**config.mk**
```make
export PLATFORM = sky130hd
export DESIGN_NAME = bavg_lane
export DESIGN_NICKNAME = d
export VERILOG_FILES = /design/src/hw/rtl/bavg_pkg.sv /design/src/hw/rtl/bavg_lane.sv
export SDC_FILE = /design/constraint.sdc
export NUM_CORES = 1
export LEC_CHECK = 0
export BUFFER_PORTS_ARGS = -buffer_cell sky130_fd_sc_hd__buf_4
export CORE_MARGIN = 3
export CORE_UTILIZATION = 28
export CTS_BUF_LIST = sky130_fd_sc_hd__clkbuf_8
export DETAILED_ROUTE_END_ITERATION = 10
export GPL_TIMING_DRIVEN = 0
export PLACE_DENSITY = 0.48
export SYNTH_ARGS = -nofsm -noshare
export SYNTH_HDL_FRONTEND = slang
export SYNTH_SLANG_ARGS = --single-unit
```
**constraint.sdc**
```tcl
create_clock -name clk -period 12.05 [get_ports clk]
set_input_delay 2.41 -clock clk [delete_from_list [all_inputs] [get_ports clk]]
set_output_delay 2.41 -clock clk [all_outputs]
set_load 0.03 [all_outputs]
```
**src/hw/rtl/bavg_pkg.sv**
```systemverilog
// Shared constants, types and the reciprocal for the block averager.
// Used by the channel interfaces, the lane, the merge stage and the top level.
package bavg_pkg;

	localparam int unsigned NUM_AVG = 10;
	localparam int unsigned NUM_CH  = 4;

	localparam int unsigned MV_W    = 12;
	localparam int unsigned SUM_W   = 16;
	localparam int unsigned SCALE_W = 16;
	localparam int unsigned OFF_W   = 17;
	localparam int unsigned TEMP_W  = 18;
	localparam int unsigned CNT_W   = $clog2(NUM_AVG + 1);

	// Configuration port.
	localparam int unsigned CFG_IDX_W  = 1;
	localparam int unsigned CFG_DATA_W = OFF_W;
	localparam logic [CFG_IDX_W-1:0] REG_SCALE  = 1'd0;
	localparam logic [CFG_IDX_W-1:0] REG_OFFSET = 1'd1;

	localparam logic [SCALE_W-1:0]      SCALE_RST  = 16'd4096;
	localparam logic signed [OFF_W-1:0] OFFSET_RST = -17'sd6400;

	// Scaling datapath. The product is shifted right by 8 first, then divided by
	// NUM_AVG through a rounded-up reciprocal that is exact for every dividend.
	localparam int unsigned PROD_W  = SUM_W + SCALE_W;
	localparam int unsigned QIN_W   = PROD_W - 8;
	localparam int unsigned DIV_L   = $clog2(NUM_AVG);
	localparam int unsigned DIV_SH  = QIN_W + DIV_L;
	localparam int unsigned RECIP_W = QIN_W + 1;
	localparam int unsigned RPROD_W = QIN_W + RECIP_W;
	localparam int unsigned Q_W     = RPROD_W - DIV_SH;
	localparam int unsigned T_W     = Q_W + 2;

	localparam logic [63:0] RECIP_WIDE = ((64'd1 << DIV_SH) + NUM_AVG - 1) / NUM_AVG;
	localparam logic [RECIP_W-1:0] RECIP = RECIP_WIDE[RECIP_W-1:0];

	localparam logic signed [T_W-1:0] T_MAX = T_W'((64'sd1 <<< (TEMP_W - 1)) - 1);
	localparam logic signed [T_W-1:0] T_MIN = -T_MAX - T_W'(1);

	typedef logic signed [TEMP_W-1:0] temp_t;
	typedef logic [MV_W-1:0]          mv_t;

	typedef struct packed {
		logic acc;     // add this item's sample to the sum
		logic clr;     // compute tick: capture the sum into stage 1 and clear it
		logic adv_s1;  // stage 1 holds a product to move on to stage 2
	} lane_ctl_t;

endpackage

```
**src/hw/rtl/bavg_lane.sv**
```systemverilog
// One channel lane: running sum, scale multiply, divide by the block length
// and offset with saturation. Depends on bavg_pkg.
module bavg_lane (
	input  logic                                clk,
	input  logic                                arst_n,
	input  bavg_pkg::lane_ctl_t                 ctl,
	input  bavg_pkg::mv_t                       mv,
	input  logic [bavg_pkg::SCALE_W-1:0]        scale,
	input  logic signed [bavg_pkg::OFF_W-1:0]   offset,
	output bavg_pkg::temp_t                     temp
);
	import bavg_pkg::*;

	logic [SUM_W-1:0]   sum_q;
	logic [PROD_W-1:0]  prod_s1;
	logic [Q_W-1:0]     quot_s2;
	logic [RPROD_W-1:0] rprod;
	logic signed [T_W-1:0] t_sum;

	always_ff @(posedge clk or negedge arst_n) begin
		if (!arst_n) begin
			sum_q <= '0;
		end else if (ctl.clr) begin
			sum_q <= '0;
		end else if (ctl.acc) begin
			sum_q <= sum_q + SUM_W'(mv);
		end
	end

	// The sum before clearing is what this block's result is built from.
	always_ff @(posedge clk) begin
		if (ctl.clr) begin
			prod_s1 <= PROD_W'(sum_q) * PROD_W'(scale);
		end
		if (ctl.adv_s1) begin
			quot_s2 <= rprod[RPROD_W-1 -: Q_W];
		end
	end

	assign rprod = RPROD_W'(prod_s1[PROD_W-1:8]) * RPROD_W'(RECIP);

	always_comb begin
		t_sum = $signed({{(T_W - Q_W){1'b0}}, quot_s2})
			+ $signed({{(T_W - OFF_W){offset[OFF_W-1]}}, offset});
		priority if (t_sum > T_MAX) begin
			temp = T_MAX[TEMP_W-1:0];
		end else if (t_sum < T_MIN) begin
			temp = T_MIN[TEMP_W-1:0];
		end else begin
			temp = t_sum[TEMP_W-1:0];
		end
	end

endmodule

```
==> qor.yml <==
h-tree-depth: 3
die_h_um: 283
setup_viol: 0
clock_path_buffers: 2
layout_common_cells: "556 x inv_1, 403 x fa_1, 399 x ha_1, 151 x nand2_1, 139 x and2_1"
nNetsFinal: 3120
synth_largest_area_cell: "fa_1"
drtAntennaViolNets: 0
reg2reg_depth: 24
min_path_cells: 3
io_buffers: 66
post-route-min-period_ps: 8700
grt_pass1_wl_um: 85200
avgViaCountPerCell: 4.38
wl_per_cell_um: 15.7
netlist_instances: 2191
area_delta_synth_final_pct: 9.25
cp.required_ps: 12190
critPathTopFamily: "adder cells"
status: "finished, final reports clean"
hpwlAfterDp_um: 45100
r2r-start: "prod_s1[16]"
ys_ff_latch: 61
worst-path-max-fanout: 10
drive_above_1_share_pct: 4.14
rows: 100
hold_buffers: 0
die_area_mm2: 0.0801
final_common_cell: "inv_1"
crit_buf_inv: 5
min_path_type: "reg -> reg"
routed_wl_um: 51600
overflow: 0
slowest_stage: "fa_1"
ctsResizeCount: 0
ys.flop_type: "edfxtp_1"
cts_tree: "done"
layout_setup_ws_ps: 3350
grt_pass1_vias: 16000
dpl_worst_slack_ps: 2880
reg2reg_slack_ps: 4550
slowest_delay_ps: 550
fin_crit_sh_pct: 72.2
synth_cell_type_count: 58
rsz0062_at_grt: "false"
core_mm2: 0.0752
netlist_area_mm2: 0.0215
crit_path_end_kind: "flop"
start_kind: "input port"
drtIter0Drc: 489
critPathArrivalTime_ps: 8840
drc_errors: 0
worstSetupPathType: "in -> reg"
firstDrtPassIters: 4
hold_end: "sum_q[13]"
vias: 14400
hold_viol: 0
synthesis.nets: 3043
numCtsBuffers: 9
clock-sinks: 61
finalWeightedCongestion: 0.866
crit_top_cell: "fa_1"
max_freq_ghz: 0.115
tns_ps: 0
grt_usage_pct: 13.3
clk_pin_slew_ps: 70
worstHoldStart: "sum_q[12]"
synth_edf_count: 45
yosys.area.top_type_share_pct: 37.5
yosys_warnings: 0
tightestPinTransition_ps: 722
path_cells: "buf_4, clkbuf_1, nand2_1, fa_1, fa_1, fa_1, inv_1, fa_1, fa_1, inv_1, fa_1, inv_1, ha_1, o21a_1, o2111ai_1, o21ai_0, o211ai_1, a21oi_1, nand3_1, o211ai_1, a21o_1, a21oi_1, xnor2_1"
grt_start_max_net_pins: 26
finalClockSkew_ps: 32.2
slew_headroom_pct: 51.9
r2r-end: "quot_s2[13]"
drv_cap: 0
clock_latency_ps: 420
clockRootBuffer: "clkbuf_8"
async_flop_share_pct: 26.2
antenna_found_initial: 1
ys_seq_area_share_pct: 8.15
die_x_um: 283
initial_core_util_pct: 28.6
io_pins: 68
post_cts_buffers: 0
finalMaxSlewViolations: 0
syn_area_per_cell_um2: 9.81
synth.area.top_cells: "fa_1 38%, ha_1 23%, inv_1 9.7%"
[metal layers]
layer	routed length (um)	track usage, %	vias up
li1	-	-	6943
met1	25000	18.4	7230
met2	24100	22.3	208
met3	1640	1.86	49
met4	850	2.75	0
met5	0	0	-
[how the worst max path moves through the flow]
| stage | depth (start not counted) | end | startpoint | slack, ps |
|---|---|---|---|---|
| detailed placement | 23 | prod_s1[31] | scale[1] | 2880 |
| CTS | 23 | prod_s1[31] | scale[1] | 3300 |
| finish | 23 | prod_s1[31] | scale[1] | 3350 |
| global placement | 23 | prod_s1[31] | scale[1] | 2930 |
| floorplan | 22 | prod_s1[31] | scale[1] | 4020 |
| global route | 23 | prod_s1[31] | scale[1] | 2920 |
[kinds of logic after synthesis]
kind of cell    after synthesis  share of synthesized area (%)
flops                        61                           8.15
fa+ha+maj                   802                           60.8
buf+inv                     602                           10.6
mux                          11                          0.512
simple gates                416                           9.64
compound gates              203                           6.42
xor+xnor                     96                           3.91
[final cells by class]
cell class	instances	area, um2
diodes	1	2.50
plain buffers	46	188
clock buffers	9	124
clock inverters	7	90.1
fillers	7825	51700
inverters	556	2090
multi-input cells	1528	17500
flip-flops and latches	61	1750
well taps	1020	1280
repair buffers	66	495
[metrics by stage]
step	instances	hold slack (ps)	cell area (um2)	utilization, %
final	3294	641	23500	31.2
after global routing	3294	692	23500	31.2
after CTS	3293	646	23500	31.2
after detailed placement	3277	635	23300	30.9
after global placement	3277	610	23300	30.9
after floorplan	2191	581	21500	-
[Yosys cell counts, types with 6 or more instances]
library cell  number
a21oi_1           46
o21a_1            19
a31oi_1            6
nor2b_1            9
nand2b_1           7
ha_1             399
a211oi_1          10
clkbuf_1          42
nor2_1            54
or3_1              8
o21bai_1           6
and2_1           139
o21ai_0           37
a21o_1            31
xor2_1            42
xnor2_1           54
nor3_1            19
nand4_1            8
nand2_1          151
edfxtp_1          45
o21ai_1           11
fa_1             403
dfrtp_1           16
and3_1             9
mux2i_1           11
inv_1            556
o211ai_1           6
[worst register-to-register path, stage by stage, from the launching register on]
cell and delay [ps]:
edfxtp_1 610, ha_1 410, clkbuf_1 440, xor2_1 140
ha_1 230, a21oi_1 180, fa_1 470, fa_1 490
fa_1 580, inv_1 60, fa_1 470, inv_1 50
fa_1 470, inv_1 40, ha_1 280, a21oi_1 210
o211ai_1 120, a21oi_1 130, a21o_1 210, a21oi_1 120
o21ai_0 580, a21oi_1 280, o21ai_0 310, mux2i_1 220
nand2_1 130
[flip-flops by register name, summed over array words and instances (netlist names)]
name     flops
sum_q       16
quot_s2     21
prod_s1     24
Power is left out: the tool's default activity adds up to more than one toggle a clock period on the data nets, which glitch-free logic cannot reach.
