**src/hw/rtl/bavg_pkg.sv**
```systemverilog
// Shared constants, types and the reciprocal for the block averager.
// Used by the channel interfaces, the lane, the merge stage and the top level.
package bavg_pkg;

	localparam int unsigned NUM_AVG = 10;
	localparam int unsigned NUM_CH  = 4;

	localparam int unsigned MV_W    = 12;
	localparam int unsigned SUM_W   = 16;
	localparam int unsigned SCALE_W = 16;
	localparam int unsigned OFF_W   = 17;
	localparam int unsigned TEMP_W  = 18;
	localparam int unsigned CNT_W   = $clog2(NUM_AVG + 1);

	// Configuration port.
	localparam int unsigned CFG_IDX_W  = 1;
	localparam int unsigned CFG_DATA_W = OFF_W;
	localparam logic [CFG_IDX_W-1:0] REG_SCALE  = 1'd0;
	localparam logic [CFG_IDX_W-1:0] REG_OFFSET = 1'd1;

	localparam logic [SCALE_W-1:0]      SCALE_RST  = 16'd4096;
	localparam logic signed [OFF_W-1:0] OFFSET_RST = -17'sd6400;

	// Scaling datapath. The product is shifted right by 8 first, then divided by
	// NUM_AVG through a rounded-up reciprocal that is exact for every dividend.
	localparam int unsigned PROD_W  = SUM_W + SCALE_W;
	localparam int unsigned QIN_W   = PROD_W - 8;
	localparam int unsigned DIV_L   = $clog2(NUM_AVG);
	localparam int unsigned DIV_SH  = QIN_W + DIV_L;
	localparam int unsigned RECIP_W = QIN_W + 1;
	localparam int unsigned RPROD_W = QIN_W + RECIP_W;
	localparam int unsigned Q_W     = RPROD_W - DIV_SH;
	localparam int unsigned T_W     = Q_W + 2;

	localparam logic [63:0] RECIP_WIDE = ((64'd1 << DIV_SH) + NUM_AVG - 1) / NUM_AVG;
	localparam logic [RECIP_W-1:0] RECIP = RECIP_WIDE[RECIP_W-1:0];

	localparam logic signed [T_W-1:0] T_MAX = T_W'((64'sd1 <<< (TEMP_W - 1)) - 1);
	localparam logic signed [T_W-1:0] T_MIN = -T_MAX - T_W'(1);

	typedef logic signed [TEMP_W-1:0] temp_t;
	typedef logic [MV_W-1:0]          mv_t;

	typedef struct packed {
		logic acc;     // add this item's sample to the sum
		logic clr;     // compute tick: capture the sum into stage 1 and clear it
		logic adv_s1;  // stage 1 holds a product to move on to stage 2
	} lane_ctl_t;

endpackage

```
**src/hw/rtl/bavg_if.sv**
```systemverilog


interface bavg_out_if;
	import bavg_pkg::*;

	logic valid;
	logic ready;
	logic signed [TEMP_W-1:0] temp_ch1;
	logic signed [TEMP_W-1:0] temp_ch2;
	logic signed [TEMP_W-1:0] temp_ch3;
	logic signed [TEMP_W-1:0] temp_ch4;

	modport source (output valid, output temp_ch1, output temp_ch2, output temp_ch3,
		output temp_ch4, input ready);
	modport sink (input valid, input temp_ch1, input temp_ch2, input temp_ch3,
		input temp_ch4, output ready);
endinterface

```
**src/hw/rtl/bavg_merge.sv**
```systemverilog
// Output stage: gathers the four lane temperatures into one result item and
// holds it until the sink takes it. Depends on bavg_pkg and bavg_out_if.
module bavg_merge (
	input  logic             clk,
	input  logic             arst_n,
	input  logic             load,
	input  bavg_pkg::temp_t  lane_temp [bavg_pkg::NUM_CH],
	bavg_out_if.source       temps
);
	import bavg_pkg::*;

	logic  valid_q;
	temp_t temp_q [NUM_CH];

	always_ff @(posedge clk or negedge arst_n) begin
		if (!arst_n) begin
			valid_q <= 1'b0;
		end else if (load) begin
			valid_q <= 1'b1;
		end else if (temps.ready) begin
			valid_q <= 1'b0;
		end
	end

	always_ff @(posedge clk) begin
		if (load) begin
			temp_q <= lane_temp;
		end
	end

	assign temps.valid    = valid_q;
	assign temps.temp_ch1 = temp_q[0];
	assign temps.temp_ch2 = temp_q[1];
	assign temps.temp_ch3 = temp_q[2];
	assign temps.temp_ch4 = temp_q[3];

endmodule

```
**src/flat_wrapper.sv**
```systemverilog
// flat-port wrapper written by rule: the top's interface ports become plain ports
module bavg_merge_flat import bavg_pkg::*;
  (clk, arst_n, load, lane_temp, temps_valid, temps_temp_ch1, temps_temp_ch2, temps_temp_ch3, temps_temp_ch4, temps_ready);
  bavg_out_if temps_i ();
  input  logic clk;
  input  logic arst_n;
  input  logic load;
  input  bavg_pkg::temp_t lane_temp[bavg_pkg::NUM_CH];
  output wire logic [$bits(temps_i.valid)-1:0] temps_valid;
  output wire logic [$bits(temps_i.temp_ch1)-1:0] temps_temp_ch1;
  output wire logic [$bits(temps_i.temp_ch2)-1:0] temps_temp_ch2;
  output wire logic [$bits(temps_i.temp_ch3)-1:0] temps_temp_ch3;
  output wire logic [$bits(temps_i.temp_ch4)-1:0] temps_temp_ch4;
  input wire logic [$bits(temps_i.ready)-1:0] temps_ready;
  assign temps_valid = temps_i.valid;
  assign temps_temp_ch1 = temps_i.temp_ch1;
  assign temps_temp_ch2 = temps_i.temp_ch2;
  assign temps_temp_ch3 = temps_i.temp_ch3;
  assign temps_temp_ch4 = temps_i.temp_ch4;
  assign temps_i.ready = temps_ready;
  bavg_merge u_core (.clk(clk), .arst_n(arst_n), .load(load), .lane_temp(lane_temp), .temps(temps_i));
endmodule
```
**config.mk**
```make
export PLATFORM = sky130hd
export DESIGN_NAME = bavg_merge_flat
export DESIGN_NICKNAME = d
export VERILOG_FILES = /design/src/hw/rtl/bavg_pkg.sv /design/src/hw/rtl/bavg_if.sv /design/src/hw/rtl/bavg_merge.sv /design/src/flat_wrapper.sv
export SDC_FILE = /design/constraint.sdc
export NUM_CORES = 1
export LEC_CHECK = 0
export BUFFER_PORTS_ARGS = -buffer_cell sky130_fd_sc_hd__buf_2
export CORE_MARGIN = 2
export CORE_UTILIZATION = 37
export DETAILED_ROUTE_END_ITERATION = 10
export PLACE_DENSITY = 0.84
export SLEW_MARGIN = 20
export SYNTH_ARGS = -nofsm -noshare
export SYNTH_HDL_FRONTEND = slang
export SYNTH_SLANG_ARGS = --single-unit
```
**constraint.sdc**
```tcl
create_clock -name clk -period 0.8 [get_ports clk]
set_input_delay 0.12 -clock clk [delete_from_list [all_inputs] [get_ports clk]]
set_output_delay 0.12 -clock clk [all_outputs]
set_load 0.1 [all_outputs]
```
==> impl_metrics.tcl, run 1 <==
set metrics [dict create \
    hpwlAfterDp_um 4320 \
    grt_pass1_wl_um 10300 \
    worstSetupPathType "flip-flop to output port" \
    timing.final.ws_setup_ns -0.323 \
    cts.sinks 73 \
    antenna_cells 0 \
    setup.worst_path.end_class "output port" \
    syn_inst 75 \
    syn_avg_cell_area_um2 29.3 \
    h-tree-depth 3 \
    die_w_um 81.1 \
    cts_setup_buffers 0 \
    first_pass_iters 4 \
    antenna_found_initial 0 \
    outcome "finished with violations" \
    hp-class "input pin to flip-flop" \
    drtIter0Drc 68 \
    cts_tree "built" \
    worstPathMaxFanout 1 \
    yosys_register_bits 73 \
    die_area_um2 6570 \
    dpl.cell_count 301 \
    fmax_mhz 891 \
    start_kind "flip-flop" \
    io_buffers 148 \
    fin_crit_sh 1.40 \
    routed_wl_um 7190 \
    finalHoldViolCount 0 \
    grt_pass1_vias 1908 \
    critPathMaxStageDelay_ns 0.46 \
    design.portCount 149 \
    period_minus_slack_ns 1.12 \
    rsz0062_at_grt "true" \
    rows 28 \
    clk_pin_slew_ns 0.07 \
    grt_usage 0.226 \
    syn2layout_area_growth_pct 131 \
    fin_cells 390 \
    violations "setup timing" \
    cap_violations 0 \
    routed-via-count 1699 \
    post_cts_resized 0 \
    vias_per_cell 4.36 \
    tightest_slew_ns 0.187 \
    die_h_um 81.1 \
    coreArea_um2 5820 \
    synth_area_um2 2200 \
    ys_types 4 \
    power.density_nw_per_um2 2260 \
    ys_seq_area_frac 0.995 \
    grt_max_degree 34 \
    syn_nets 151 \
    setup_viol 73 \
    ys_warn_count 0 \
    clock_latency_ns 0.33 \
    drc 0 \
    leakage_nw 2.13 \
    grt-ovfl-total 0 \
    regToRegSetupSlack_ns 0.11 \
    slew_headroom 0.876 \
    critPathBufInv 1 \
    ant_nets 0 \
    ir_drop_mv 1.70 \
    required_ns 0.68 \
    max-clock-path-buffers 2 \
    crit_chain "buf_12" \
    drv_slew 0 \
    fin_nets 386 \
    critPathArrivalTime_ns 1.00 \
    finalClockSkew_ns 0 \
    fin_hold_ws_ns 0.0575 \
    start_util 0.378 \
    path_delay_family "flip-flops" \
    cts_root_buffer "clkbuf_8" \
    gp_congestion 0.693 \
    fillCellCount 253 \
    drive_above_1_share 0.521 \
    routedWlPerCell_um 18.4 \
    cp_slowest_cell "edfxtp_1" \
    numCtsBuffers 9 \
]
==> synthesized netlist by cell type <==
| cell type | count | area [µm²] |
|---|---|---|
| edfxtp_1 | 72 | 2160 |
| a21o_1 | 1 | 7.51 |
| dfrtp_1 | 1 | 25.0 |
| inv_1 | 1 | 3.75 |
==> flip-flops by register name, summed over array words and instances (netlist names) <==
name / flops
u_core.temps.temp_ch3: 18
u_core.temps.valid: 1
u_core.temps.temp_ch4: 18
u_core.temps.temp_ch2: 18
u_core.temps.temp_ch1: 18
==> tightest hold or removal path, stage by stage <==
cell	delay, ns
buf_2	0.09
inv_1	0.05
a21o_1	0.10
==> through the flow <==
step | total power, W | setup TNS [ns] | utilization | instance area (µm²) | setup slack [ns]
2_1_floorplan | 0.00687 | -16.25 | - | 2200 | -0.224
3_3_place_gp | 0.00847 | -0.390 | 0.718 | 4180 | -0.0145
3_5_place_dp | 0.00854 | -1.63 | 0.718 | 4180 | -0.0356
4_1_cts | 0.0115 | -20.50 | 0.875 | 5090 | -0.312
5_1_grt | 0.0118 | -22.19 | 0.875 | 5090 | -0.351
6_report | 0.0115 | -19.87 | 0.875 | 5090 | -0.323
==> what timing repair did <==
| item | CTS | global route |
|---|---|---|
| setup endpoints to repair | 73 | 73 |
| hold endpoints to repair | 73 | 0 |
| hold buffers | 73 | 0 |
==> power by group <==
group	total, W	internal, W	switching, W
Combinational	0.00394	0.00146	0.00248
Clock	0.00273	0.00143	0.00130
Sequential	0.00481	0.00455	0.000255
==> per-layer routing <==
layer | routed length, µm | vias to the layer above | GRT usage
li1 | - | 770 | -
met3 | 604 | 15 | 0.0800
met4 | 195 | 0 | 0.110
met1 | 2270 | 805 | 0.215
met5 | 0 | - | 0
met2 | 4110 | 109 | 0.426
==> final timing paths <==
kind / startpoint / end / cells past startpoint
max: u_core.temps.temp_ch4[15] / temps_temp_ch4[15] / 1
min in group asynchronous: arst_n / u_core.temps.valid / 2
min: temps_ready / u_core.temps.valid / 3
max reg2reg: u_core.temps.valid / u_core.temps.valid / 1
max in group asynchronous: arst_n / u_core.temps.valid / 2
min reg2reg: u_core.temps.valid / u_core.temps.valid / 1
==> final cells by class <==
| cell class | instances | area (µm²) | area share |
|---|---|---|---|
| timing repair buffer | 224 | 2620 | 0.514 |
| sequential | 73 | 2190 | 0.430 |
| clock buffer | 12 | 135 | 0.0266 |
| tap | 75 | 93.8 | 0.0184 |
| clock inverter | 4 | 43.8 | 0.00861 |
| multi-input combinational | 1 | 7.51 | 0.00148 |
| inverter | 1 | 3.75 | 0.000738 |
==> cells in the final DEF (no fill, tap or decap) <==
cell / netlist / final
a21o_1: 1 / 1
buf_12: 0 / 75
buf_2: 0 / 75
buf_4: 0 / 1
bufinv_16: 0 / 1
clkbuf_1: 0 / 3
clkbuf_8: 0 / 9
clkinv_1: 0 / 1
clkinv_2: 0 / 2
dfrtp_2: 0 / 1
dlygate4sd3_1: 0 / 73
edfxtp_1: 72 / 72
inv_1: 1 / 1
==> cell families after synthesis <==
| group | after synthesis | synth area share |
|---|---|---|
| AO/OA/AOI/OAI | 1 | 0.00342 |
| buffers and inverters | 1 | 0.00171 |
| flip-flops | 73 | 0.995 |
No activity file was read; power rests on OpenSTA's default activity.
==> run 2: changes to the inputs <==
--- a/config.mk
+++ b/config.mk
@@ -7,9 +7,9 @@
 export LEC_CHECK = 0
 export BUFFER_PORTS_ARGS = -buffer_cell sky130_fd_sc_hd__buf_2
 export CORE_MARGIN = 2
-export CORE_UTILIZATION = 37
+export CORE_UTILIZATION = 44
 export DETAILED_ROUTE_END_ITERATION = 10
-export PLACE_DENSITY = 0.84
+export PLACE_DENSITY = 0.93
 export SLEW_MARGIN = 20
 export SYNTH_ARGS = -nofsm -noshare
 export SYNTH_HDL_FRONTEND = slang
==> constraint.sdc (replaced) <==
create_clock -name clk -period 1.4 [get_ports clk]
set_input_delay 0.21 -clock clk [delete_from_list [all_inputs] [get_ports clk]]
set_output_delay 0.21 -clock clk [all_outputs]
set_load 0.1 [all_outputs]
==> impl_metrics.tcl, run 2 (synthesis gave the netlist of run 1 again) <==
set metrics [dict create \
    drive_above_1_share 0.676 \
    mostFrequentLayoutCells "buf_2, edfxtp_1, clkbuf_8" \
    fin_hold_ws_ns 0.0473 \
    regToRegSetupSlack_ns 0.75 \
    dr_wl_met2_um 2890 \
    power_frac_clock 0.244 \
    io_buffers 148 \
    antenna_cells 0 \
    first_pass_iters 4 \
    worstSetupPathType "flip-flop to output port" \
    outcome "finished clean" \
    power_switching_share 0.385 \
    fillCellCount 335 \
    die_w_um 74.7 \
    critPathBufInv 1 \
    worstPathMaxFanout 1 \
    drc 0 \
    grt_pass1_wl_um 6980 \
    routed-via-count 1389 \
    design.portCount 149 \
    crit_chain "buf_2" \
    clock_latency_ns 0.32 \
    die_h_um 74.7 \
    setup.worst_path.end_class "output port" \
    finalClockSkew_ns 0 \
    tightest_slew_ns 0.517 \
    cap_violations 0 \
    wl_met3_um 481 \
    fin_crit_sh 0.961 \
    seq_area_um2 2190 \
    cts_setup_buffers 0 \
    die_area_um2 5580 \
    hp-class "input pin to flip-flop" \
    setup_viol 0 \
    leakage_nw 1.41 \
    grt_usage 0.185 \
    path_delay_family "buffers and inverters" \
    cts.sinks 73 \
    dpl.cell_count 291 \
    rows 25 \
    finalPower_w 0.00554 \
    clk_pin_slew_ns 0.08 \
    drtIter0Drc 59 \
    fmax_mhz 743 \
    cts_root_buffer "clkbuf_8" \
    finalHoldViolCount 0 \
    fin_cells 308 \
    routedWlPerCell_um 16.7 \
    grt-ovfl-total 0 \
    syn2layout_area_growth_pct 46.4 \
    coreArea_um2 4790 \
    cts_tree "built" \
    h-tree-depth 3 \
    ant_nets 0 \
    numCtsBuffers 9 \
    drv_slew 0 \
    internal_power_w 0.00341 \
    start_util 0.459 \
    critPathArrivalTime_ns 1.14 \
    required_ns 1.19 \
    power.density_nw_per_um2 1720 \
    combPwrFrac 0.281 \
    vias_per_cell 4.51 \
    rsz0062_at_grt "false" \
    slew_headroom 0.658 \
    routed_wl_um 5150 \
    layout_commonest_cell "buf_2" \
    final_util 0.672 \
    grt_max_degree 74 \
    multi_input_area_um2 7.51 \
    pwr-share-seq 0.475 \
    start_kind "flip-flop" \
    max-clock-path-buffers 2 \
    finalSetupTns_ns 0 \
    fin_nets 312 \
    antenna_found_initial 0 \
    cp_slowest_cell "buf_2" \
    critPathMaxStageDelay_ns 0.44 \
    ir_drop_mv 1.13 \
    grt_pass1_vias 1512 \
    top_layer_used "met4" \
    met1Wirelength_um 1610 \
    power_switching_w 0.00213 \
    period_minus_slack_ns 1.35 \
    gp_congestion 0.708 \
]
## run 2: through the flow
| stage | cell area, µm² | setup slack [ns] |
|---|---|---|
| floorplan | 2200 | 0.247 |
| global placement | 3040 | 0.413 |
| detailed placement | 3040 | 0.377 |
| CTS | 3220 | 0.0455 |
| global route | 3220 | 0.0290 |
| finish | 3220 | 0.0542 |
## run 2: layout make-up
type,count,share of cell area
clock inverters,6,0.0109
repair buffers,150,0.240
clock buffers,10,0.0397
multi-input cells,1,0.00233
inverters,1,0.00117
flip-flops and latches,73,0.680
well taps,67,0.0260
## run 2: worst paths after layout
check                                           from                       end  cells after the start
min reg2reg                       u_core.temps.valid        u_core.temps.valid                      1
max in group asynchronous                     arst_n        u_core.temps.valid                      2
max                        u_core.temps.temp_ch1[14]        temps_temp_ch1[14]                      1
max reg2reg                       u_core.temps.valid        u_core.temps.valid                      1
min                                    lane_temp[59]  u_core.temps.temp_ch1[5]                      1
min in group asynchronous                     arst_n        u_core.temps.valid                      2
## run 2: power groups by stage
stage	Sequential [W]	Clock [W]	Combinational [W]
floorplan	0.00392	0	0.00000203
global placement	0.00267	0	0.00154
detailed placement	0.00268	0	0.00155
CTS	0.00264	0.00141	0.00156
global route	0.00265	0.00146	0.00159
finish	0.00264	0.00135	0.00156
## run 2: routing by layer
metal | vias up | track usage
li1 | 624 | -
met5 | - | 0
met3 | 14 | 0.0750
met2 | 86 | 0.329
met4 | 0 | 0.125
met1 | 665 | 0.171
## run 2: timing repair
action,CTS,global route
hold buffers,1,0
gates resized for setup,1,0
endpoints found under the hold margin,1,0
endpoints found under the setup margin,1,0
